$ cat src/rtl/backpressure_level_admission_assert.svh
// Assertion macros for the backpressure level admission block.
// Depends on a clock named clock and a synchronous reset named reset in the using module.
`ifndef BACKPRESSURE_LEVEL_ADMISSION_ASSERT_SVH
`define BACKPRESSURE_LEVEL_ADMISSION_ASSERT_SVH

// Same-cycle implication, checked outside reset.
`define BLA_ASSERT_NOW(label, ante, cons, msg) \
   label: assert property (@(posedge clock) disable iff (reset) (ante) |-> (cons)) \
      else $error(msg);

// Next-cycle implication, checked outside reset.
`define BLA_ASSERT_NEXT(label, ante, cons, msg) \
   label: assert property (@(posedge clock) disable iff (reset) (ante) |=> (cons)) \
      else $error(msg);

`endif

$ cat src/rtl/bla_pkg.sv
// Shared types and constants for the backpressure level admission block.
// No dependencies.
`timescale 1ns / 1ps

package bla_pkg;

   localparam int CAP_WIDTH = 20;
   localparam int PCT_WIDTH = 7;
   localparam int OUT_COUNT_WIDTH = 32;
   localparam int CSR_ADDR_WIDTH = 5;
   localparam int CSR_DATA_WIDTH = 32;

   localparam logic [CAP_WIDTH-1:0] CAP_DEFAULT = 20'd10000;
   localparam logic [PCT_WIDTH-1:0] SLOW_DEFAULT = 7'd80;
   localparam logic [PCT_WIDTH-1:0] DROP_DEFAULT = 7'd90;
   localparam logic [PCT_WIDTH-1:0] REJECT_DEFAULT = 7'd95;
   localparam logic [PCT_WIDTH-1:0] RECOVER_DEFAULT = 7'd60;

   // opcodes
   localparam logic [1:0] OP_UPDATE = 2'd0;
   localparam logic [1:0] OP_SEND = 2'd1;
   localparam logic [1:0] OP_CONNECT = 2'd2;

   // levels
   localparam logic [1:0] LVL_NORMAL = 2'd0;
   localparam logic [1:0] LVL_SLOW = 2'd1;
   localparam logic [1:0] LVL_DROP = 2'd2;
   localparam logic [1:0] LVL_REJECT = 2'd3;

   // register indexes (byte address / 4)
   localparam logic [2:0] REG_CAPACITY = 3'd0;
   localparam logic [2:0] REG_SLOW = 3'd1;
   localparam logic [2:0] REG_DROP = 3'd2;
   localparam logic [2:0] REG_REJECT = 3'd3;
   localparam logic [2:0] REG_RECOVER = 3'd4;

   typedef struct packed {
      logic busy;
      logic done;
   } div_status_type;

endpackage

$ cat src/rtl/bla_divider.sv
// Restoring divider, one quotient bit per cycle, for the fill percentage.
// Depends on bla_pkg.
`timescale 1ns / 1ps

module bla_divider #(
   parameter int NUM_WIDTH = 27
) (
   input  logic                           clock,
   input  logic                           reset,
   input  logic                           start,
   input  logic [NUM_WIDTH-1:0]           dividend,
   input  logic [bla_pkg::CAP_WIDTH-1:0]  divisor,
   output logic [NUM_WIDTH-1:0]           quotient,
   output bla_pkg::div_status_type        status
);

   localparam int CW = bla_pkg::CAP_WIDTH;
   localparam int CNT_WIDTH = $clog2(NUM_WIDTH + 1);

   logic [CNT_WIDTH-1:0] cnt_ff, cnt_in;
   logic                 done_ff, done_in;
   logic [NUM_WIDTH-1:0] quo_ff, quo_in;
   logic [CW-1:0]        rem_ff, rem_in;
   logic [CW-1:0]        div_ff, div_in;

   logic [CW:0]   shifted;
   logic [CW+1:0] diff;
   logic          fits;

   // one trial subtraction a cycle
   assign shifted = {rem_ff, quo_ff[NUM_WIDTH-1]};
   assign diff    = {1'b0, shifted} - {2'b00, div_ff};
   assign fits    = !diff[CW+1];

   always_comb begin
      cnt_in  = cnt_ff;
      done_in = 1'b0;
      quo_in  = quo_ff;
      rem_in  = rem_ff;
      div_in  = div_ff;
      if (start) begin
         cnt_in = CNT_WIDTH'(NUM_WIDTH);
         quo_in = dividend;
         rem_in = '0;
         div_in = divisor;
      end else if (cnt_ff != '0) begin
         cnt_in  = cnt_ff - 1'b1;
         done_in = (cnt_ff == CNT_WIDTH'(1));
         quo_in  = {quo_ff[NUM_WIDTH-2:0], fits};
         rem_in  = fits ? diff[CW-1:0] : shifted[CW-1:0];
      end
   end

   always_ff @(posedge clock) begin
      if (reset) begin
         cnt_ff  <= '0;
         done_ff <= 1'b0;
      end else begin
         cnt_ff  <= cnt_in;
         done_ff <= done_in;
      end
      quo_ff <= quo_in;
      rem_ff <= rem_in;
      div_ff <= div_in;
   end

   assign quotient    = quo_ff;
   assign status.busy = (cnt_ff != '0);
   assign status.done = done_ff;

endmodule

$ cat src/rtl/backpressure_level_admission.sv
// Top level of the four-level queue backpressure controller with hysteresis.
// Depends on bla_pkg, bla_divider and backpressure_level_admission_assert.svh.
//
//  channel | dir | handshake            | carries
//  --------+-----+----------------------+---------------------------------------
//  req_    | in  | tvalid/tready        | opcode, depth, droppable
//  rsp_    | out | tvalid/tready        | level, allowed, five counters, depth
//  csr_    | in  | psel/penable, pready | capacity and four percent thresholds
//
// A depth update offers its result beat once the serial divider, which yields
// one quotient bit a cycle, has finished; no new beat is taken until then.
// Send queries, connection requests and the unused opcode offer their result
// beat in the cycle after they are taken. The result beat sits in an output
// register; the next beat is taken in the cycle the result leaves. Reset is
// synchronous and restores the registers to their defaults and all counters
// and the level to zero.
`timescale 1ns / 1ps

module backpressure_level_admission #(
   parameter int DEPTH_WIDTH = 20,
   parameter int COUNT_WIDTH = 32
) (
   input  logic clock,
   input  logic reset,

   input  logic                                     req_tvalid,
   output logic                                     req_tready,
   // depth (DEPTH_WIDTH bits), zero padded to whole bytes
   input  logic [((DEPTH_WIDTH+7)/8)*8-1:0]         req_tdata,
   // opcode [1:0], droppable [2]
   input  logic [2:0]                               req_tuser,

   output logic                                     rsp_tvalid,
   input  logic                                     rsp_tready,
   // level [1:0], allowed, sent, dropped, rejected, raise, recover counts
   // (32 bits each), last_depth (DEPTH_WIDTH bits), zero padded to bytes
   output logic [((DEPTH_WIDTH+163+7)/8)*8-1:0]     rsp_tdata,

   input  logic                                     csr_psel,
   input  logic                                     csr_penable,
   input  logic                                     csr_pwrite,
   input  logic [bla_pkg::CSR_ADDR_WIDTH-1:0]       csr_paddr,
   input  logic [bla_pkg::CSR_DATA_WIDTH-1:0]       csr_pwdata,
   output logic [bla_pkg::CSR_DATA_WIDTH-1:0]       csr_prdata,
   output logic                                     csr_pready
);

   `include "backpressure_level_admission_assert.svh"

   localparam int NUM_WIDTH = DEPTH_WIDTH + 7;
   localparam int OUT_BITS = DEPTH_WIDTH + 163;
   localparam int OUT_PAD = ((OUT_BITS + 7) / 8) * 8 - OUT_BITS;
   localparam int CW = bla_pkg::CAP_WIDTH;
   localparam int PW = bla_pkg::PCT_WIDTH;
   localparam int OCW = bla_pkg::OUT_COUNT_WIDTH;

   typedef enum logic {
      ST_IDLE,
      ST_DIVIDE
   } state_type;

   // --- configuration registers ----------------------------------------
   logic [CW-1:0] capacity_ff;
   logic [PW-1:0] slow_ff, drop_ff, reject_ff, recover_ff;
   logic          csr_write;
   logic [2:0]    csr_index;

   assign csr_pready = 1'b1;
   assign csr_write  = csr_psel && csr_penable && csr_pwrite && csr_pready;
   assign csr_index  = csr_paddr[4:2];

   always_ff @(posedge clock) begin
      if (reset) begin
         capacity_ff <= bla_pkg::CAP_DEFAULT;
         slow_ff     <= bla_pkg::SLOW_DEFAULT;
         drop_ff     <= bla_pkg::DROP_DEFAULT;
         reject_ff   <= bla_pkg::REJECT_DEFAULT;
         recover_ff  <= bla_pkg::RECOVER_DEFAULT;
      end else if (csr_write) begin
         unique case (csr_index)
            bla_pkg::REG_CAPACITY: capacity_ff <= csr_pwdata[CW-1:0];
            bla_pkg::REG_SLOW:     slow_ff     <= csr_pwdata[PW-1:0];
            bla_pkg::REG_DROP:     drop_ff     <= csr_pwdata[PW-1:0];
            bla_pkg::REG_REJECT:   reject_ff   <= csr_pwdata[PW-1:0];
            bla_pkg::REG_RECOVER:  recover_ff  <= csr_pwdata[PW-1:0];
            default: ;  // drop writes beyond the register list
         endcase
      end
   end

   always_comb begin
      unique case (csr_index)
         bla_pkg::REG_CAPACITY: csr_prdata = 32'(capacity_ff);
         bla_pkg::REG_SLOW:     csr_prdata = 32'(slow_ff);
         bla_pkg::REG_DROP:     csr_prdata = 32'(drop_ff);
         bla_pkg::REG_REJECT:   csr_prdata = 32'(reject_ff);
         bla_pkg::REG_RECOVER:  csr_prdata = 32'(recover_ff);
         default:               csr_prdata = '0;
      endcase
   end

   // --- request fields -----------------------------------------------------
   logic [1:0]             req_opcode;
   logic [DEPTH_WIDTH-1:0] req_depth;
   logic                   req_droppable;

   assign req_opcode    = req_tuser[1:0];
   assign req_droppable = req_tuser[2];
   assign req_depth     = req_tdata[DEPTH_WIDTH-1:0];

   // --- sequencer and block state ------------------------------------------
   state_type              state_ff, state_in;
   logic                   rsp_valid_ff, rsp_valid_in;
   logic                   allowed_ff, allowed_in;
   logic [1:0]             level_ff, level_in;
   logic [DEPTH_WIDTH-1:0] depth_ff, depth_in;
   logic [COUNT_WIDTH-1:0] sent_ff, sent_in;
   logic [COUNT_WIDTH-1:0] dropped_ff, dropped_in;
   logic [COUNT_WIDTH-1:0] rejected_ff, rejected_in;
   logic [COUNT_WIDTH-1:0] raise_ff, raise_in;
   logic [COUNT_WIDTH-1:0] recover_cnt_ff, recover_cnt_in;

   logic                   accept;
   logic                   out_free;
   logic                   div_start;
   logic [NUM_WIDTH-1:0]   dividend;
   logic [CW-1:0]          divisor;
   logic [NUM_WIDTH-1:0]   pct;
   bla_pkg::div_status_type div_stat;
   logic [1:0]             target;

   // take a beat only when idle and the result register is empty or leaving
   assign out_free   = !rsp_valid_ff || rsp_tready;
   assign req_tready = (state_ff == ST_IDLE) && out_free;
   assign accept     = req_tvalid && req_tready;
   assign div_start  = accept && (req_opcode == bla_pkg::OP_UPDATE);

   // depth * 100 as three shifted adds; zero capacity falls back to default
   assign dividend = (NUM_WIDTH'(req_depth) << 6) + (NUM_WIDTH'(req_depth) << 5)
                   + (NUM_WIDTH'(req_depth) << 2);
   assign divisor  = (capacity_ff == '0) ? bla_pkg::CAP_DEFAULT : capacity_ff;

   bla_divider #(
      .NUM_WIDTH(NUM_WIDTH)
   ) u_divider (
      .clock   (clock),
      .reset   (reset),
      .start   (div_start),
      .dividend(dividend),
      .divisor (divisor),
      .quotient(pct),
      .status  (div_stat)
   );

   // target level: reject tested first, then drop, then slow
   always_comb begin
      if (pct >= NUM_WIDTH'(reject_ff)) begin
         target = bla_pkg::LVL_REJECT;
      end else if (pct >= NUM_WIDTH'(drop_ff)) begin
         target = bla_pkg::LVL_DROP;
      end else if (pct >= NUM_WIDTH'(slow_ff)) begin
         target = bla_pkg::LVL_SLOW;
      end else begin
         target = bla_pkg::LVL_NORMAL;
      end
   end

   always_comb begin
      state_in       = state_ff;
      rsp_valid_in   = rsp_valid_ff && !rsp_tready;
      allowed_in     = allowed_ff;
      level_in       = level_ff;
      depth_in       = depth_ff;
      sent_in        = sent_ff;
      dropped_in     = dropped_ff;
      rejected_in    = rejected_ff;
      raise_in       = raise_ff;
      recover_cnt_in = recover_cnt_ff;

      unique case (state_ff)
         ST_IDLE: begin
            if (accept) begin
               allowed_in = 1'b1;
               case (req_opcode)
                  bla_pkg::OP_UPDATE: begin
                     // hold the beat until the quotient is in
                     depth_in     = req_depth;
                     rsp_valid_in = 1'b0;
                     state_in     = ST_DIVIDE;
                  end
                  bla_pkg::OP_SEND: begin
                     rsp_valid_in = 1'b1;
                     if (level_ff >= bla_pkg::LVL_DROP && req_droppable) begin
                        allowed_in = 1'b0;
                        dropped_in = dropped_ff + 1'b1;
                     end else begin
                        sent_in = sent_ff + 1'b1;
                     end
                  end
                  bla_pkg::OP_CONNECT: begin
                     rsp_valid_in = 1'b1;
                     if (level_ff == bla_pkg::LVL_REJECT) begin
                        allowed_in  = 1'b0;
                        rejected_in = rejected_ff + 1'b1;
                     end
                  end
                  default: begin
                     // unused opcode: report state with allowed set, change nothing else
                     rsp_valid_in = 1'b1;
                  end
               endcase
            end
         end
         ST_DIVIDE: begin
            if (div_stat.done) begin
               rsp_valid_in = 1'b1;
               state_in     = ST_IDLE;
               if (target > level_ff) begin
                  // raise at once
                  level_in = target;
                  raise_in = raise_ff + 1'b1;
               end else if (target < level_ff && pct <= NUM_WIDTH'(recover_ff)) begin
                  // lower only once the fill has fallen to the recover mark
                  level_in       = target;
                  recover_cnt_in = recover_cnt_ff + 1'b1;
               end
            end
         end
         default: state_in = ST_IDLE;
      endcase
   end

   always_ff @(posedge clock) begin
      if (reset) begin
         state_ff       <= ST_IDLE;
         rsp_valid_ff   <= 1'b0;
         allowed_ff     <= 1'b1;
         level_ff       <= bla_pkg::LVL_NORMAL;
         depth_ff       <= '0;
         sent_ff        <= '0;
         dropped_ff     <= '0;
         rejected_ff    <= '0;
         raise_ff       <= '0;
         recover_cnt_ff <= '0;
      end else begin
         state_ff       <= state_in;
         rsp_valid_ff   <= rsp_valid_in;
         allowed_ff     <= allowed_in;
         level_ff       <= level_in;
         depth_ff       <= depth_in;
         sent_ff        <= sent_in;
         dropped_ff     <= dropped_in;
         rejected_ff    <= rejected_in;
         raise_ff       <= raise_in;
         recover_cnt_ff <= recover_cnt_in;
      end
   end

   // --- result beat ----------------------------------------------------------
   // The state only moves when the next beat is taken or its division ends, and
   // both need the result register free, so the live state is the pending result.
   logic [63:0] sent_x, dropped_x, rejected_x, raise_x, recover_x;

   assign sent_x     = 64'(sent_ff);
   assign dropped_x  = 64'(dropped_ff);
   assign rejected_x = 64'(rejected_ff);
   assign raise_x    = 64'(raise_ff);
   assign recover_x  = 64'(recover_cnt_ff);

   assign rsp_tvalid = rsp_valid_ff;
   assign rsp_tdata  = {{OUT_PAD{1'b0}}, depth_ff, recover_x[OCW-1:0], raise_x[OCW-1:0],
                        rejected_x[OCW-1:0], dropped_x[OCW-1:0], sent_x[OCW-1:0],
                        allowed_ff, level_ff};

   // --- checks ---------------------------------------------------------------
   `BLA_ASSERT_NOW(a_no_take_while_dividing, div_stat.busy || state_ff == ST_DIVIDE, !req_tready, "beat taken while the divider is at work")
   `BLA_ASSERT_NOW(a_done_only_in_divide, div_stat.done, state_ff == ST_DIVIDE, "divider finished outside a depth update")
   `BLA_ASSERT_NOW(a_raise_counted, !$past(reset) && level_ff > $past(level_ff), raise_ff == COUNT_WIDTH'($past(raise_ff) + 1'b1), "level rose without a raise count")
   `BLA_ASSERT_NEXT(a_update_waits, div_start, state_ff == ST_DIVIDE && !rsp_tvalid, "depth update result shown before the quotient")

endmodule
$ cat config.mk
export PLATFORM = sky130hd
export DESIGN_NAME = backpressure_level_admission
export DESIGN_NICKNAME = d
export VERILOG_FILES = /design/src/rtl/bla_pkg.sv /design/src/rtl/bla_divider.sv /design/src/rtl/backpressure_level_admission.sv
export VERILOG_INCLUDE_DIRS = /design/src /design/src/rtl
export SDC_FILE = /design/constraint.sdc
export NUM_CORES = 1
export LEC_CHECK = 0
export BUFFER_PORTS_ARGS = -buffer_cell sky130_fd_sc_hd__buf_2
export CORE_UTILIZATION = 48
export CTS_BUF_LIST = sky130_fd_sc_hd__clkbuf_2
export DETAILED_ROUTE_END_ITERATION = 10
export PLACE_DENSITY = 0.8
export SLEW_MARGIN = 20
export SYNTH_ARGS = -nofsm -noshare
export SYNTH_HDL_FRONTEND = slang
export SYNTH_SLANG_ARGS = --single-unit
$ cat constraint.sdc
create_clock -name clock -period 11.7 [get_ports clock]
set_clock_uncertainty 0.1 [all_clocks]
set_input_delay 2.925 -clock clock [delete_from_list [all_inputs] [get_ports clock]]
set_output_delay 2.925 -clock clock [all_outputs]
set_load 0.05 [all_outputs]
== Word level (Yosys, flattened, before mapping) ==
Cells that the tools add are included.

* ROM bits: 0
* Memories kept: 0
* Latch bits: 0
* Register bits: 306
* RAM bits: 0
* Bits of input ports: 71
* Logic and storage cells: 104

* Multipliers: 0
* Add/subtract/negate cells: 9
* Magnitude comparators: 7
* Bitwise logic cells: 4
* Div/mod/pow operators: 0
* Muxes and demuxes: 22
* Shift operators: 0
* Reduce and logical (&&, ||, !) cells: 33
* Equal/unequal tests: 8

{| class="wikitable"
|+ Operator list
! cell !! number
|-
| adder 32 x 1 -> 32 bit, second input constant || 5
|-
| one-hot mux 20 bit (5 select lines) || 1
|-
| >= comparator 27 x 7 -> 1 bit || 3
|-
| 2-to-1 mux 27 bit || 2
|-
| adder 26 x 25 -> 27 bit || 1
|-
| adder 27 x 22 -> 27 bit || 1
|-
| less-or-equal comparator 27 x 7 -> 1 bit || 1
|-
| subtractor 21 x 20 -> 22 bit || 1
|-
| logical NOT 20 bit || 1
|-
| 2-to-1 mux 20 bit || 1
|-
| AND reduction 4 bit || 4
|-
| AND reduction 2 bit || 6
|-
| 2-to-1 mux 5 bit || 2
|-
| 2-to-1 mux 1 bit || 9
|-
| AND reduction 3 bit || 3
|-
| logical AND 1 bit || 8
|-
| 2-to-1 mux 2 bit || 4
|-
| equality test 3 x 2 -> 1 bit, second input constant || 2
|-
| one-hot mux 1 bit (2 select lines) || 3
|-
| equality test 5 x 1 -> 1 bit, second input constant || 1
|-
| nonzero test 5 bit || 1
|-
| subtractor 5 x 1 -> 5 bit, second input constant || 1
|-
| equality test 2 bit, second input constant || 2
|-
| NOT 1 bit || 4
|-
| 13 further kinds || 16
|}

== Logic depth before layout (Yosys ltp) ==
* Depth in word-level cells: 8
* Depth in mapped cells: 20
* Depth with buffers taken out: 19

== Cells and area by module ==
From an unflattened synthesis, not the netlist that was laid out.

* Cell total of the unflattened synthesis: 2001
* Area total of the unflattened synthesis: 17252.8 um2

{| class="wikitable"
|+ Modules (own cells, without submodules)
! module !! cells an instance !! area an instance (um2) !! instances
|-
| backpressure_level_admission || 1565 || 12874.8 || 1
|-
| bla_divider || 436 || 4377.9 || 1
|}

== Worst setup path before layout ==
Ideal clock, no wire load.

* Path type: input -> output
* Start: input port csr_paddr[2] in the netlist's numbering
* End: output port csr_prdata[0] in the netlist's numbering
* Arrival: 4.456 ns
* Buffers on the path: 2
* Slack: 4.219 ns
* Data required time: 8.675 ns
* Stages: 5
* Cells stage by stage: clkbuf_1 -> nor2b_1 -> clkbuf_1 -> a22oi_1 -> o22ai_1

* Word-level cells in the longest chain between the ends: 2
* Elaborated cells on any way between the ends: 6
* Those cells by class: eq/ne: 4; mux: 1; reduce/logical: 1

{| class="wikitable"
|+ RTL lines
! what !! RTL line !! source
|-
| from (decl) || backpressure_level_admission.sv:42 || <nowiki>input logic [bla_pkg::CSR_ADDR_WIDTH-1:0] csr_paddr,</nowiki>
|-
| equality test 3 bit, or another cell as far along || backpressure_level_admission.sv:92 || <nowiki>unique case (csr_index)</nowiki>
|-
| one-hot mux 20 bit (5 select lines) * || backpressure_level_admission.sv:92 ||
|-
| to (decl) || backpressure_level_admission.sv:44 || <nowiki>output logic [bla_pkg::CSR_DATA_WIDTH-1:0] csr_prdata,</nowiki>
|}

Every way passes the cells marked *; elsewhere a longest branch is shown, timed or not.

== Worst setup path after layout ==
* Start: input port csr_paddr[2] in the netlist's numbering
* End: output port csr_prdata[1] in the netlist's numbering

The elaborated chain is that of the path after synthesis.

==> impl_metrics.ini <==
[timing]
tns_ps = 0
hold_viol_final = 0
tightest_slew_ps = 1100
relSlewSlack = 0.265
rsz0062_at_grt = false
clock.fmax_ghz = 0.134
drv_slew = 0
post-route-period-util = 0.636
setup_viol = 0
period_needed_ps = 7440

[flow_run]
maxCapViolations = 0

[clocking]
path_clk_slew_ps = 100
root_buffer = clkbuf_2
clk_latency_ps = 950
cts_buffers = 82
numClockSinks = 306
cts.hold.buffers_added = 0
cts_setup_buffers = 0
ctsResizeCount = 0
cts_tree = yes
clk_path_buf_depth = 3
htree_levels = 3

[route]
drc = 0
wl_per_cell_um = 15.3
detail_route.first_pass.iterations = 5
vias = 14100
routed_wl_um = 40400
via_per_inst = 5.37
ant_nets = 0
drt-initial-drc-count = 742

[logic_synthesis]
synth-seq-cells = 306
netlist_instances = 1873
synth_top_flop_cell = dfxtp_1
synth_edf_count = 47
syn_area_per_cell_um2 = 8.61
yosys.area.top_type = dfxtp_1
ys_warn_count = 0
synth_top_area_frac = 0.322
ys_seq_area_frac = 0.409
ys_top_cells_by_area = dfxtp_1 (32%), edfxtp_1 (8.8%), ha_1 (6.6%)
syn-cell-area_um2 = 16100
synth-async-reset-ratio = 0
synth_cell_types = 73

[global_route]
grt_use_total = 0.237
grt_pass1_vias = 13600
antenna_found_initial = 2
grt_max_degree = 103
grt_pass1_wl_um = 66100
grt-ovfl-total = 0

[min_path]
hold_path.class = reg2reg
hold_end = depth_ff[19]
min_from = depth_ff[19]
hold_depth = 2

[setup_path]
r2r_slack_ps = 7010
cp.required_ps = 8680
worstReg2RegEnd = recover_cnt_ff[13]
cp-start-kind = input port
crit_arrival_ps = 4420
rr_startpoint = u_divider.quotient[1]
crit_path_max_fanout = 18
crit_path_end_kind = output pin
crit_type = in2out
r2r_cells = 18

[power]
pwr-share-clk = 0.260
combPwrFrac = 0.295
ir_worst_vdd_mv = 0.0797
p_sw_w = 0.00107
p_leak_nw = 8.17
switching_share = 0.369
p_int_w = 0.00184
p_seq_frac = 0.444
power_density_nw_per_um2 = 159

[finish]
multi_input_area_um2 = 8810
n_fill_cell = 2978
final_nets = 2301
regArea_um2 = 6600
final_common_cell = dfxtp_1
syn2layout_area_growth_pct = 13.9
final_core_utilization = 0.560
layout_common_cells = dfxtp_1 (259), buf_2 (256), nand2_1 (231), nor2_1 (210), a21oi_1 (133)
layout-drive-gt1-share = 0.191

[floorplan]
die_h_um = 185
die-area_um2 = 34300
start_util = 0.492
rows = 66
core-area_um2 = 32800
die_w_um = 185
ios = 290

[run_status]
status = finished clean

[placement]
place_hpwl_um = 29000
io_buffers = 257
gp_congestion = 0.888
worst max-delay path: stages:
cell	delay, ps
buf_2	270
nor2b_1	510
a22oi_1	170
o22ai_1	240
buf_2	300
cell type report:
class,count,area share
multi-input cells,1392,0.480
clock buffers,111,0.0302
clock inverters,35,0.0108
flip-flops and latches,306,0.359
repair buffers,263,0.0728
inverters,82,0.0168
diodes,2,0.000273
well taps,442,0.0301
routing by layer:
metal  vias to the layer above  part of all wire  global-route usage
met5                         -           0.00025                   0
met4                         2             0.028               0.100
met3                        80             0.076              0.0785
met2                       420              0.48               0.404
met1                      6630              0.41               0.272
li1                       6999                 -                   -
stage by stage:
step	area [um^2]	std cells	setup WS, ps	hold slack (ps)	total power, W
finish	18400	2633	4260	360	0.00291
detailed placement	17600	2485	4320	345	0.00217
global placement	17600	2485	4340	341	0.00213
global route	18400	2632	4190	379	0.00313
CTS	18300	2631	4320	362	0.00294
floorplan	16200	1885	4220	335	0.00197
how the worst max path moves through the flow:
stage | depth (start not counted) | to | startpoint | slack (ps)
2_1_floorplan | 5 | csr_prdata[0] | csr_paddr[2] | 4220
3_3_place_gp | 5 | csr_prdata[2] | csr_paddr[2] | 4340
3_5_place_dp | 5 | csr_prdata[0] | csr_paddr[2] | 4320
4_1_cts | 5 | csr_prdata[1] | csr_paddr[2] | 4320
5_1_grt | 5 | csr_prdata[1] | csr_paddr[2] | 4190
6_report | 5 | csr_prdata[1] | csr_paddr[2] | 4260
Yosys cell counts (3+ instances only):
| cell | count |
|---|---|
| inv_1 | 81 |
| a211oi_1 | 8 |
| a211o_1 | 18 |
| a41oi_1 | 6 |
| and2_1 | 28 |
| dfxtp_1 | 259 |
| clkbuf_1 | 76 |
| buf_4 | 16 |
| nor4_1 | 11 |
| buf_1 | 4 |
| or4_1 | 3 |
| buf_2 | 8 |
| nand2_1 | 233 |
| o211ai_1 | 3 |
| or2_2 | 9 |
| nor3_1 | 26 |
| nand2b_1 | 6 |
| ha_1 | 85 |
| nor2_1 | 210 |
| o2111ai_1 | 3 |
| fa_1 | 18 |
| xnor2_1 | 45 |
| a21o_1 | 21 |
| o22ai_1 | 8 |
| mux2i_1 | 23 |
| nand4_1 | 37 |
| or3_1 | 40 |
| a311oi_1 | 3 |
| nand3_1 | 52 |
| edfxtp_1 | 47 |
| o21ai_0 | 104 |
| xor2_1 | 105 |
| a21oi_1 | 133 |
| and4_1 | 19 |
| a31oi_1 | 4 |
| a22oi_1 | 14 |
| o21a_1 | 8 |
| o21bai_1 | 4 |
| nor2b_1 | 17 |
| o31ai_1 | 3 |
| nand3b_1 | 10 |
| and3_1 | 26 |
power groups by stage:
stage / combinational (W) / clock [W] / sequential, W
detailed placement: 0.000850 / 0 / 0.00132
finish: 0.000861 / 0.000759 / 0.00129
CTS: 0.000856 / 0.000786 / 0.00130
global route: 0.000972 / 0.000843 / 0.00131
global placement: 0.000816 / 0 / 0.00131
floorplan: 0.000678 / 0 / 0.00129
logic make-up (layout without fill, tap and decap cells):
family	after synthesis	count (layout)	share of synthesized area
AND/OR/NAND/NOR	748	748	0.226
AO/OA/AOI/OAI	352	352	0.131
flip-flops	306	306	0.409
buffers and inverters	187	491	0.0484
XOR/XNOR	150	150	0.0815
adder cells (fa/ha/maj)	103	103	0.0883
multiplexers	25	25	0.0157
other	2	16	0.000466
flip-flops by register name (all words and copies together) (netlist names), 2 cells and up:
| name | flops |
|---|---|
| u_divider.rem_ff | 20 |
| raise_ff | 32 |
| u_divider.quotient | 27 |
| dropped_ff | 32 |
| capacity_ff | 20 |
| u_divider.div_ff | 20 |
| slow_ff | 7 |
| reject_ff | 7 |
| level_ff | 2 |
| recover_cnt_ff | 32 |
| depth_ff | 20 |
| u_divider.cnt_ff | 5 |
| drop_ff | 7 |
| rejected_ff | 32 |
| recover_ff | 7 |
| sent_ff | 32 |
No activity file was read; power rests on OpenSTA's default activity.
